**config.mk**
```make
export PLATFORM = sky130hd
export DESIGN_NAME = ordered_array_list_engine_unit
export DESIGN_NICKNAME = d
export VERILOG_FILES = /design/src/design/oale_pkg.sv /design/src/design/ordered_array_list_engine_unit.sv /design/src/design/oale_seq.sv
export SDC_FILE = /design/constraint.sdc
export NUM_CORES = 2
export LEC_CHECK = 0
export ABC_AREA = 1
export BUFFER_PORTS_ARGS = -buffer_cell sky130_fd_sc_hd__buf_2
export CAP_MARGIN = 0
export CORE_UTILIZATION = 30
export DETAILED_ROUTE_END_ITERATION = 12
export PLACE_DENSITY = 0.48
export SLEW_MARGIN = 0
export SYNTH_ARGS = -nofsm -noshare
export SYNTH_HDL_FRONTEND = slang
export SYNTH_SLANG_ARGS = --single-unit
export TNS_END_PERCENT = 50
```
**constraint.sdc**
```tcl
create_clock -name clk -period 6.55 [get_ports clk]
set_input_delay 1.6375 -clock clk [delete_from_list [all_inputs] [get_ports clk]]
set_output_delay 1.6375 -clock clk [all_outputs]
set_load 0.005 [all_outputs]
```
**src/design/oale_pkg.sv**
```systemverilog
// Shared types, constants and the control store for the ordered array list engine.
// Used by oale_seq and ordered_array_list_engine_unit; no dependencies.
package oale_pkg;

	localparam int DEPTH       = 32;
	localparam int MAX_RESULTS = 32;
	localparam int AW          = (DEPTH > 1) ? $clog2(DEPTH) : 1;
	localparam int LW          = $clog2(DEPTH + 1);
	localparam int LW1         = LW + 1;
	localparam int POS_W       = 6;
	localparam int CMP_W       = (LW > POS_W) ? LW : POS_W;
	localparam int VAL_W       = 32;
	localparam int LEN_OUT_W   = 6;
	localparam int REM_OUT_W   = 6;
	localparam int IDX_OUT_W   = 5;
	localparam int UPC_W       = 5;

	typedef enum logic [1:0] {
		OP_INSERT  = 2'd0,
		OP_DEL_AT  = 2'd1,
		OP_DEL_VAL = 2'd2,
		OP_DUMP    = 2'd3
	} op_t;

	typedef enum logic [1:0] {
		STAT_OK     = 2'd0,
		STAT_FULL   = 2'd1,
		STAT_BADPOS = 2'd2,
		STAT_EMPTY  = 2'd3
	} status_t;

	typedef enum logic [3:0] {
		C_NEXT,
		C_ALWAYS,
		C_DISPATCH,
		C_FULL,
		C_POS_GT_LEN,
		C_LEN_ZERO,
		C_POS_GE_LEN,
		C_I_LE_POS,
		C_IP1_GE_LEN,
		C_I_GE_LEN,
		C_DUMP_LAST
	} cond_t;

	typedef enum logic [2:0] {
		I_HOLD, I_LEN, I_POS, I_ZERO, I_INC, I_DEC
	} iop_t;

	typedef enum logic [1:0] {
		RD_NONE, RD_I, RD_IM1, RD_IP1
	} rd_t;

	typedef enum logic [1:0] {
		WR_NONE, WR_I_RDATA, WR_POS_VALUE, WR_KEEP
	} wr_t;

	typedef enum logic [1:0] {
		LEN_HOLD, LEN_INC, LEN_DEC, LEN_KEEP
	} lenop_t;

	typedef enum logic [1:0] {
		EM_NONE, EM_STATUS, EM_REMOVED, EM_ELEM
	} emit_t;

	typedef logic [UPC_W-1:0] upc_t;

	// control store addresses
	localparam upc_t U_IDLE     = 5'd0;
	localparam upc_t U_I_FULLCK = 5'd1;
	localparam upc_t U_I_POSCK  = 5'd2;
	localparam upc_t U_I_RD     = 5'd3;
	localparam upc_t U_I_WR     = 5'd4;
	localparam upc_t U_I_PUT    = 5'd5;
	localparam upc_t U_I_OK     = 5'd6;
	localparam upc_t U_I_FULL   = 5'd7;
	localparam upc_t U_I_BAD    = 5'd8;
	localparam upc_t U_D_EMPCK  = 5'd9;
	localparam upc_t U_D_POSCK  = 5'd10;
	localparam upc_t U_D_RD     = 5'd11;
	localparam upc_t U_D_WR     = 5'd12;
	localparam upc_t U_D_DONE   = 5'd13;
	localparam upc_t U_D_OK     = 5'd14;
	localparam upc_t U_D_EMPTY  = 5'd15;
	localparam upc_t U_D_BAD    = 5'd16;
	localparam upc_t U_V_INIT   = 5'd17;
	localparam upc_t U_V_RD     = 5'd18;
	localparam upc_t U_V_KEEP   = 5'd19;
	localparam upc_t U_V_DONE   = 5'd20;
	localparam upc_t U_V_OK     = 5'd21;
	localparam upc_t U_P_INIT   = 5'd22;
	localparam upc_t U_P_RD     = 5'd23;
	localparam upc_t U_P_EMIT   = 5'd24;
	localparam upc_t U_P_NEXT   = 5'd25;
	localparam upc_t U_P_EMPTY  = 5'd26;

	typedef struct packed {
		cond_t   cond;
		upc_t    target;
		iop_t    i_op;
		rd_t     rd;
		wr_t     wr;
		lenop_t  len_op;
		logic    k_clr;
		emit_t   emit;
		status_t st;
	} ctrl_t;

	// condition flags from the datapath to the sequencer
	typedef struct packed {
		logic full;
		logic pos_gt_len;
		logic len_zero;
		logic pos_ge_len;
		logic i_le_pos;
		logic ip1_ge_len;
		logic i_ge_len;
		logic dump_last;
	} flags_t;

	function automatic upc_t entry_of(input op_t op);
		upc_t e;
		case (op)
			OP_INSERT:  e = U_I_FULLCK;
			OP_DEL_AT:  e = U_D_EMPCK;
			OP_DEL_VAL: e = U_V_INIT;
			OP_DUMP:    e = U_P_INIT;
			default:    e = U_IDLE;
		endcase
		return e;
	endfunction

	function automatic ctrl_t ucode(input upc_t s);
		ctrl_t w;
		case (s)
			U_IDLE:     w = '{C_DISPATCH, U_IDLE, I_HOLD, RD_NONE, WR_NONE, LEN_HOLD,
				1'b0, EM_NONE, STAT_OK};
			// insert: shift [pos, len) up by one, top down
			U_I_FULLCK: w = '{C_FULL, U_I_FULL, I_HOLD, RD_NONE, WR_NONE, LEN_HOLD,
				1'b0, EM_NONE, STAT_OK};
			U_I_POSCK:  w = '{C_POS_GT_LEN, U_I_BAD, I_LEN, RD_NONE, WR_NONE, LEN_HOLD,
				1'b0, EM_NONE, STAT_OK};
			U_I_RD:     w = '{C_I_LE_POS, U_I_PUT, I_HOLD, RD_IM1, WR_NONE, LEN_HOLD,
				1'b0, EM_NONE, STAT_OK};
			U_I_WR:     w = '{C_ALWAYS, U_I_RD, I_DEC, RD_NONE, WR_I_RDATA, LEN_HOLD,
				1'b0, EM_NONE, STAT_OK};
			U_I_PUT:    w = '{C_NEXT, U_IDLE, I_HOLD, RD_NONE, WR_POS_VALUE, LEN_INC,
				1'b0, EM_NONE, STAT_OK};
			U_I_OK:     w = '{C_ALWAYS, U_IDLE, I_HOLD, RD_NONE, WR_NONE, LEN_HOLD,
				1'b0, EM_STATUS, STAT_OK};
			U_I_FULL:   w = '{C_ALWAYS, U_IDLE, I_HOLD, RD_NONE, WR_NONE, LEN_HOLD,
				1'b0, EM_STATUS, STAT_FULL};
			U_I_BAD:    w = '{C_ALWAYS, U_IDLE, I_HOLD, RD_NONE, WR_NONE, LEN_HOLD,
				1'b0, EM_STATUS, STAT_BADPOS};
			// delete at: shift (pos, len) down by one
			U_D_EMPCK:  w = '{C_LEN_ZERO, U_D_EMPTY, I_HOLD, RD_NONE, WR_NONE, LEN_HOLD,
				1'b0, EM_NONE, STAT_OK};
			U_D_POSCK:  w = '{C_POS_GE_LEN, U_D_BAD, I_POS, RD_NONE, WR_NONE, LEN_HOLD,
				1'b0, EM_NONE, STAT_OK};
			U_D_RD:     w = '{C_IP1_GE_LEN, U_D_DONE, I_HOLD, RD_IP1, WR_NONE, LEN_HOLD,
				1'b0, EM_NONE, STAT_OK};
			U_D_WR:     w = '{C_ALWAYS, U_D_RD, I_INC, RD_NONE, WR_I_RDATA, LEN_HOLD,
				1'b0, EM_NONE, STAT_OK};
			U_D_DONE:   w = '{C_NEXT, U_IDLE, I_HOLD, RD_NONE, WR_NONE, LEN_DEC,
				1'b0, EM_NONE, STAT_OK};
			U_D_OK:     w = '{C_ALWAYS, U_IDLE, I_HOLD, RD_NONE, WR_NONE, LEN_HOLD,
				1'b0, EM_STATUS, STAT_OK};
			U_D_EMPTY:  w = '{C_ALWAYS, U_IDLE, I_HOLD, RD_NONE, WR_NONE, LEN_HOLD,
				1'b0, EM_STATUS, STAT_EMPTY};
			U_D_BAD:    w = '{C_ALWAYS, U_IDLE, I_HOLD, RD_NONE, WR_NONE, LEN_HOLD,
				1'b0, EM_STATUS, STAT_BADPOS};
			// delete value: compact non-matching entries to the keep pointer
			U_V_INIT:   w = '{C_NEXT, U_IDLE, I_ZERO, RD_NONE, WR_NONE, LEN_HOLD,
				1'b1, EM_NONE, STAT_OK};
			U_V_RD:     w = '{C_I_GE_LEN, U_V_DONE, I_HOLD, RD_I, WR_NONE, LEN_HOLD,
				1'b0, EM_NONE, STAT_OK};
			U_V_KEEP:   w = '{C_ALWAYS, U_V_RD, I_INC, RD_NONE, WR_KEEP, LEN_HOLD,
				1'b0, EM_NONE, STAT_OK};
			U_V_DONE:   w = '{C_NEXT, U_IDLE, I_HOLD, RD_NONE, WR_NONE, LEN_KEEP,
				1'b0, EM_NONE, STAT_OK};
			U_V_OK:     w = '{C_ALWAYS, U_IDLE, I_HOLD, RD_NONE, WR_NONE, LEN_HOLD,
				1'b0, EM_REMOVED, STAT_OK};
			// dump: read, emit, then read the next entry and loop back to emit
			U_P_INIT:   w = '{C_LEN_ZERO, U_P_EMPTY, I_ZERO, RD_NONE, WR_NONE, LEN_HOLD,
				1'b0, EM_NONE, STAT_OK};
			U_P_RD:     w = '{C_NEXT, U_IDLE, I_HOLD, RD_I, WR_NONE, LEN_HOLD,
				1'b0, EM_NONE, STAT_OK};
			U_P_EMIT:   w = '{C_DUMP_LAST, U_IDLE, I_INC, RD_NONE, WR_NONE, LEN_HOLD,
				1'b0, EM_ELEM, STAT_OK};
			U_P_NEXT:   w = '{C_ALWAYS, U_P_EMIT, I_HOLD, RD_I, WR_NONE, LEN_HOLD,
				1'b0, EM_NONE, STAT_OK};
			U_P_EMPTY:  w = '{C_ALWAYS, U_IDLE, I_HOLD, RD_NONE, WR_NONE, LEN_HOLD,
				1'b0, EM_STATUS, STAT_OK};
			default:    w = '{C_ALWAYS, U_IDLE, I_HOLD, RD_NONE, WR_NONE, LEN_HOLD,
				1'b0, EM_NONE, STAT_OK};
		endcase
		return w;
	endfunction

endpackage

```
**src/design/ordered_array_list_engine_unit.sv**
```systemverilog
// Ordered array list engine: list memory, pointers, length and result register.
// Depends on oale_pkg and oale_seq.
//
// Holds an ordered list of up to DEPTH signed words in a single-port-write,
// registered-read memory. An item is taken only while the sequencer is idle;
// the result register lets the next item in while a result still waits.
// Each list entry moved or scanned takes a read step and then a write step
// on the memory port; a dump takes a read step and an emit step per entry.
// A stalled output holds the sequencer on its emit step.
module ordered_array_list_engine_unit
	import oale_pkg::*;
(
	input  logic        clk,
	input  logic        arst_n,
	input  logic        s_tvalid,
	output logic        s_tready,
	input  logic [39:0] s_tdata,  // [5:0] position, [37:6] value, [39:38] zero
	input  logic [1:0]  s_tuser,  // [1:0] op
	output logic        m_tvalid,
	input  logic        m_tready,
	output logic [55:0] m_tdata,  // [1:0] status, [7:2] length_after, [13:8] removed_count,
	                              // [18:14] element_index, [50:19] element_value, [55:51] zero
	output logic        m_tlast
);

	logic signed [VAL_W-1:0] mem [DEPTH];
	logic signed [VAL_W-1:0] rdata_q;
	logic [POS_W-1:0]        pos_q;
	logic signed [VAL_W-1:0] val_q;
	logic [LW-1:0]           len_q;
	logic [LW-1:0]           i_q;
	logic [LW-1:0]           k_q;
	logic [LW-1:0]           rem_q;

	logic [1:0]              o_status_q;
	logic [LEN_OUT_W-1:0]    o_len_q;
	logic [REM_OUT_W-1:0]    o_rem_q;
	logic [IDX_OUT_W-1:0]    o_idx_q;
	logic signed [VAL_W-1:0] o_val_q;
	logic                    o_last_q;
	logic                    m_valid_q;

	ctrl_t   ctrl;
	flags_t  flags;
	logic    idle;
	logic    start;
	logic    stall;
	logic    emit;
	logic    ren;
	logic    wen;
	logic    keep_hit;
	logic [AW-1:0] raddr;
	logic [AW-1:0] waddr;
	logic signed [VAL_W-1:0] wdata;
	logic [LW-1:0] dump_n;

	assign s_tready = idle;
	assign start    = s_tvalid && idle;
	assign emit     = (ctrl.emit != EM_NONE);
	assign stall    = emit && m_valid_q && !m_tready;
	assign keep_hit = (rdata_q != val_q);

	// dump emits at most MAX_RESULTS entries
	assign dump_n = (LW1'(len_q) > LW1'(MAX_RESULTS)) ? LW'(MAX_RESULTS) : len_q;

	always_comb begin
		flags.full       = (len_q == LW'(DEPTH));
		flags.pos_gt_len = (CMP_W'(pos_q) > CMP_W'(len_q));
		flags.len_zero   = (len_q == '0);
		flags.pos_ge_len = (CMP_W'(pos_q) >= CMP_W'(len_q));
		flags.i_le_pos   = (CMP_W'(i_q) <= CMP_W'(pos_q));
		flags.ip1_ge_len = ((LW1'(i_q) + LW1'(1)) >= LW1'(len_q));
		flags.i_ge_len   = (i_q >= len_q);
		flags.dump_last  = ((LW1'(i_q) + LW1'(1)) == LW1'(dump_n));
	end

	oale_seq u_seq (
		.clk    (clk),
		.arst_n (arst_n),
		.start  (start),
		.op     (op_t'(s_tuser)),
		.stall  (stall),
		.flags  (flags),
		.ctrl   (ctrl),
		.idle   (idle)
	);

	// memory port selection
	always_comb begin
		ren   = 1'b0;
		raddr = i_q[AW-1:0];
		case (ctrl.rd)
			RD_I: begin
				ren   = 1'b1;
				raddr = i_q[AW-1:0];
			end
			RD_IM1: begin
				ren   = 1'b1;
				raddr = AW'(i_q - LW'(1));
			end
			RD_IP1: begin
				ren   = 1'b1;
				raddr = AW'(i_q + LW'(1));
			end
			default: begin
				ren   = 1'b0;
			end
		endcase
		wen   = 1'b0;
		waddr = i_q[AW-1:0];
		wdata = rdata_q;
		case (ctrl.wr)
			WR_I_RDATA: begin
				wen = 1'b1;
			end
			WR_POS_VALUE: begin
				wen   = 1'b1;
				waddr = AW'(pos_q);
				wdata = val_q;
			end
			WR_KEEP: begin
				wen   = keep_hit;
				waddr = k_q[AW-1:0];
			end
			default: begin
				wen = 1'b0;
			end
		endcase
		if (stall) begin
			ren = 1'b0;
			wen = 1'b0;
		end
	end

	always_ff @(posedge clk) begin
		if (wen) begin
			mem[waddr] <= wdata;
		end
		if (ren) begin
			rdata_q <= mem[raddr];
		end
	end

	always_ff @(posedge clk) begin
		if (start) begin
			pos_q <= s_tdata[POS_W-1:0];
			val_q <= s_tdata[POS_W+VAL_W-1:POS_W];
		end
	end

	always_ff @(posedge clk or negedge arst_n) begin
		if (!arst_n) begin
			len_q <= '0;
			i_q   <= '0;
			k_q   <= '0;
			rem_q <= '0;
		end else if (!stall) begin
			case (ctrl.i_op)
				I_LEN:   i_q <= len_q;
				I_POS:   i_q <= LW'(pos_q);
				I_ZERO:  i_q <= '0;
				I_INC:   i_q <= i_q + LW'(1);
				I_DEC:   i_q <= i_q - LW'(1);
				default: i_q <= i_q;
			endcase
			if (ctrl.k_clr) begin
				k_q <= '0;
			end else if (ctrl.wr == WR_KEEP && keep_hit) begin
				k_q <= k_q + LW'(1);
			end
			case (ctrl.len_op)
				LEN_INC: len_q <= len_q + LW'(1);
				LEN_DEC: len_q <= len_q - LW'(1);
				LEN_KEEP: begin
					len_q <= k_q;
					rem_q <= len_q - k_q;
				end
				default: len_q <= len_q;
			endcase
		end
	end

	// result register
	always_ff @(posedge clk or negedge arst_n) begin
		if (!arst_n) begin
			m_valid_q <= 1'b0;
		end else if (emit && !stall) begin
			m_valid_q <= 1'b1;
		end else if (m_tready) begin
			m_valid_q <= 1'b0;
		end
	end

	always_ff @(posedge clk) begin
		if (emit && !stall) begin
			o_status_q <= ctrl.st;
			o_len_q    <= LEN_OUT_W'(len_q);
			o_rem_q    <= '0;
			o_idx_q    <= '0;
			o_val_q    <= '0;
			o_last_q   <= 1'b1;
			case (ctrl.emit)
				EM_REMOVED: begin
					o_rem_q <= REM_OUT_W'(rem_q);
				end
				EM_ELEM: begin
					o_idx_q  <= IDX_OUT_W'(i_q);
					o_val_q  <= rdata_q;
					o_last_q <= flags.dump_last;
				end
				default: begin
					o_rem_q <= '0;
				end
			endcase
		end
	end

	assign m_tvalid = m_valid_q;
	assign m_tlast  = o_last_q;
	assign m_tdata  = {5'b0, o_val_q, o_idx_q, o_rem_q, o_len_q, o_status_q};

endmodule

```
**src/design/oale_seq.sv**
```systemverilog
// Microcode sequencer: step counter, control store lookup and jump logic.
// Depends on oale_pkg.
module oale_seq
	import oale_pkg::*;
(
	input  logic   clk,
	input  logic   arst_n,
	input  logic   start,
	input  op_t    op,
	input  logic   stall,
	input  flags_t flags,
	output ctrl_t  ctrl,
	output logic   idle
);

	upc_t upc_q;
	upc_t upc_d;
	logic jump;

	always_ff @(posedge clk or negedge arst_n) begin
		if (!arst_n) begin
			upc_q <= U_IDLE;
		end else begin
			upc_q <= upc_d;
		end
	end

	always_comb begin
		ctrl = ucode(upc_q);
		idle = (upc_q == U_IDLE);
		case (ctrl.cond)
			C_ALWAYS:     jump = 1'b1;
			C_FULL:       jump = flags.full;
			C_POS_GT_LEN: jump = flags.pos_gt_len;
			C_LEN_ZERO:   jump = flags.len_zero;
			C_POS_GE_LEN: jump = flags.pos_ge_len;
			C_I_LE_POS:   jump = flags.i_le_pos;
			C_IP1_GE_LEN: jump = flags.ip1_ge_len;
			C_I_GE_LEN:   jump = flags.i_ge_len;
			C_DUMP_LAST:  jump = flags.dump_last;
			default:      jump = 1'b0;
		endcase
		if (stall) begin
			upc_d = upc_q;
		end else if (ctrl.cond == C_DISPATCH) begin
			upc_d = start ? entry_of(op) : U_IDLE;
		end else if (jump) begin
			upc_d = ctrl.target;
		end else begin
			upc_d = upc_q + upc_t'(1);
		end
	end

endmodule

```
==> summary.md <==
| Metric | Value |
|---|---|
| Worst Path Arrival | 5.86 ns |
| 1st-iter DRT viols | 2842 |
| Multi-input logic area | 13000 um^2 |
| Min-delay worst type | reg2reg |
| Min-delay src | rem_q[1]$_DFFE_PN0P_ |
| Combinational share of power | 0.405 |
| Pins over their slew limit | 0 |
| TritonCTS clock tree | built |
| Reg power frac | 0.375 |
| Sw Share | 0.411 |
| Num Clock Sinks | 1176 |
| Critical Path Sink Type | flip-flop |
| Post-CTS resize count | 0 |
| Pwr/cell area | 533 nW/um^2 |
| Aggregate routed wire length | 143000 um |
| Residual DRC count | 0 |
| Final antenna-violating net count | 0 |
| Total power | 30200 uW |
| Post-synthesis sequential area ratio | 0.712 |
| Psw | 12400 uW |
| Post-DP HPWL | 78300 um |
| Die Span X | 408 um |
| GRT Residual Overflow | 0 |
| Warnings from Yosys | 0 |
| Core ar. | 163000 um^2 |
| Hold path depth | 2 |
| P_leak | 0.0184 uW |
| Initial Util | 0.303 |
| CP required | 6.97 ns |
| Crit share post-route | 0.832 |
| Fin nets | 4015 |
| RR Startpoint | u_seq.upc_q[2]$_DFFE_PN0N_ |
| Num ports | 105 |
| Min Tclk post-route | 5.45 ns |
| Proportion of layout cells with a drive suffix above 1 | 0.140 |
| Site Rows | 148 |
| Placed inst area | 52900 um^2 |
| Avg Cell Area, Syn | 12.8 um^2 |
| Initial antenna violation count | 1 |
| H-tree depth | 3 |
| Top post-synthesis cells by area | edfxtp_1 70%, o211ai_1 5.9%, o21ai_0 4.2%, nor2_1 3.7%, nand2_1 2.8% |
| Critical R2R Capture | mem[5][29]$_DFFE_PP_ |
| # port buffers | 97 |
| Critical path startpoint category | flip-flop |
| Cells after Synth | 3846 |
| Hold-fix buffers at CTS | 0 |
| Layout Utilization | 0.348 |
| WHS | 0.493 ns |
| Global-route wire length before repair | 208000 um |
| Hold endpoint | rem_q[1]$_DFFE_PN0P_ |
| Setup bufs post-CTS | 0 |
| DR vias | 30.7k |
| Fmax | 0.184 GHz |
| Critical setup path kind | reg2reg |
| Die ar. | 166000 um^2 |
| Clock Latency Late Sink | 0.76 ns |
| Post-synth cell types | 47 |
| Clock buffers created by TritonCTS | 121 |
| Aggregate global-route resource usage | 0.169 |
| Mapped Area | 49400 um^2 |
| Synth-to-Final Area Change | 14.8% |
| Routed length per instance | 23.0 um |
| Drt pass-1 iters | 6 |
| GPL Wtd Cong | 0.841 |
| Skew final | 0.0353 ns |
| Status | finished, final reports clean |
| Setup TNS | 0 ns |
| Synthesis-stage register bit count | 1176 |
| Worst Reg-to-Reg Cells | 14 |
| Die Ht | 408 um |
| RSZ-0062 raised after global routing | false |
| Area leader, netlist | edfxtp_1 |
| Max-cap violations | 0 |
| R2r setup slk | 1.10 ns |
| Fin. Hold Viols | 0 |
| Clock-pin slew on the worst setup and hold paths | 0.06 ns |
| Slew HR | 0.141 |
| Post-DR vias/cell | 4.95 |
| CTS root buf | clkbuf_16 |
| Share of the synthesized area in the top cell type | 0.697 |
| Fin area | 56700 um^2 |
| Largest net degree at the start of global routing | 192 |
| Clock buffer depth | 3 |
| Slew at the pin with the worst max-slew slack | 1.29 ns |
| Clock power share | 0.220 |
| Int Pwr | 17800 uW |
| Vias in the first global route | 29.7k |
| Reg area | 35200 um^2 |
| Final setup vio count | 0 |
| Crit Path Max Fanout | 25 |
| # fillers | 15.9k |
| Peak VDD IR | 0.561 mV |
## through the flow
stage / worst slack (ns) / std cells
floorplan: 1.96 / 3850
global placement: 1.20 / 5972
detailed placement: 1.09 / 5972
global route: 0.691 / 6199
CTS: 1.04 / 6198
finish: 1.10 / 6200
## worst max-delay path, cell delays in order (launching register included)
cell and delay, ns:
dfrtp_1 0.62, inv_1 0.40, ha_1 0.22, inv_1 0.10
o21ai_0 0.24, nand2_1 0.21, inv_1 0.26, ha_4 0.40
inv_1 0.16, o22ai_1 0.13, inv_1 0.05, o21ai_0 0.76
nand2_1 0.48, nor2_4 0.72, buf_12 0.32
## state kept, by name (all words and copies together), names as in the netlist
| signal | cells |
|---|---|
| mem | 1024 |
| k_q | 6 |
| val_q | 32 |
| i_q | 6 |
| m_tlast | 1 |
| u_seq.upc_q | 5 |
| o_val_q | 32 |
| o_rem_q | 6 |
| o_len_q | 6 |
| rdata_q | 32 |
| rem_q | 6 |
| m_tvalid | 1 |
| len_q | 6 |
| o_status_q | 2 |
| o_idx_q | 5 |
| pos_q | 6 |
## kinds of logic after synthesis
family | synth area share
compound gates | 0.128
xor+xnor | 0.00689
simple gates | 0.106
fa+ha+maj | 0.0127
other cells | 0.0000760
buf+inv | 0.0343
flops | 0.712
## metal layers
layer | wire length (um) | vias to the layer above | GRT usage
li1 | - | 14334 | -
met1 | 62900 | 15354 | 0.226
met2 | 67700 | 776 | 0.277
met3 | 7420 | 207 | 0.0292
met4 | 4570 | 0 | 0.0537
met5 | 0 | - | 0
## synthesized netlist by cell type, drive strengths merged
cell type     n
clkbuf      104
o211ai      391
xor2         24
a22oi         1
nor2        493
ha           47
nand4        14
conb          1
nor3         12
buf         137
nand2       366
nand3        59
fa            2
nand3b        1
xnor2        14
inv         150
o21bai        1
dfrtp        30
o22ai       103
edfxtp     1146
a31oi         2
a21oi        26
o21a          2
or2         236
o31ai        32
o2111ai       1
o221ai        9
o21ai       442
## placed cells by master, fill, tap and decap left out, types with 34 or more instances in the layout
cell and n:
edfxtp_1 1146, nor2_1 456, o211ai_1 390, o21ai_0 378, nand2_1 363, inv_1 137
clkbuf_16 121, or2_2 116, o22ai_1 103, buf_2 97, or2_0 70, buf_4 69
nand3_1 57, or2_1 50, ha_1 46, clkinv_1 38, nor2_4 34
## worst max-delay path by stage
stage	start	to	slack, ns	cells past startpoint
after floorplan	m_tready	m_tlast$_SDFFCE_PP1P_	1.96	4
after global placement	u_seq.upc_q[2]$_DFFE_PN0N_	mem[5][29]$_DFFE_PP_	1.20	14
after detailed placement	u_seq.upc_q[2]$_DFFE_PN0N_	mem[5][29]$_DFFE_PP_	1.09	14
after CTS	u_seq.upc_q[2]$_DFFE_PN0N_	mem[5][29]$_DFFE_PP_	1.04	14
after global routing	u_seq.upc_q[2]$_DFFE_PN0N_	mem[5][29]$_DFFE_PP_	0.69	14
final	u_seq.upc_q[2]$_DFFE_PN0N_	mem[5][29]$_DFFE_PP_	1.10	14
## power by group through the flow
stage,Sequential [uW],Clock [uW],Combinational (uW)
floorplan,11400,0,7620
finish,11300,6640,12200
detailed placement,11500,0,12400
global placement,11500,0,12300
CTS,11300,6780,12400
global route,11400,7050,13500
## cell type report
cell class,count,area share
timing repair buffer,188,0.0255
clock buffer,144,0.0550
sequential,1176,0.620
clock inverter,82,0.0113
tap,2175,0.0480
multi-input combinational,2283,0.229
inverter,150,0.0104
antenna,2,0.0000883
No activity file was read; power rests on OpenSTA's default activity.
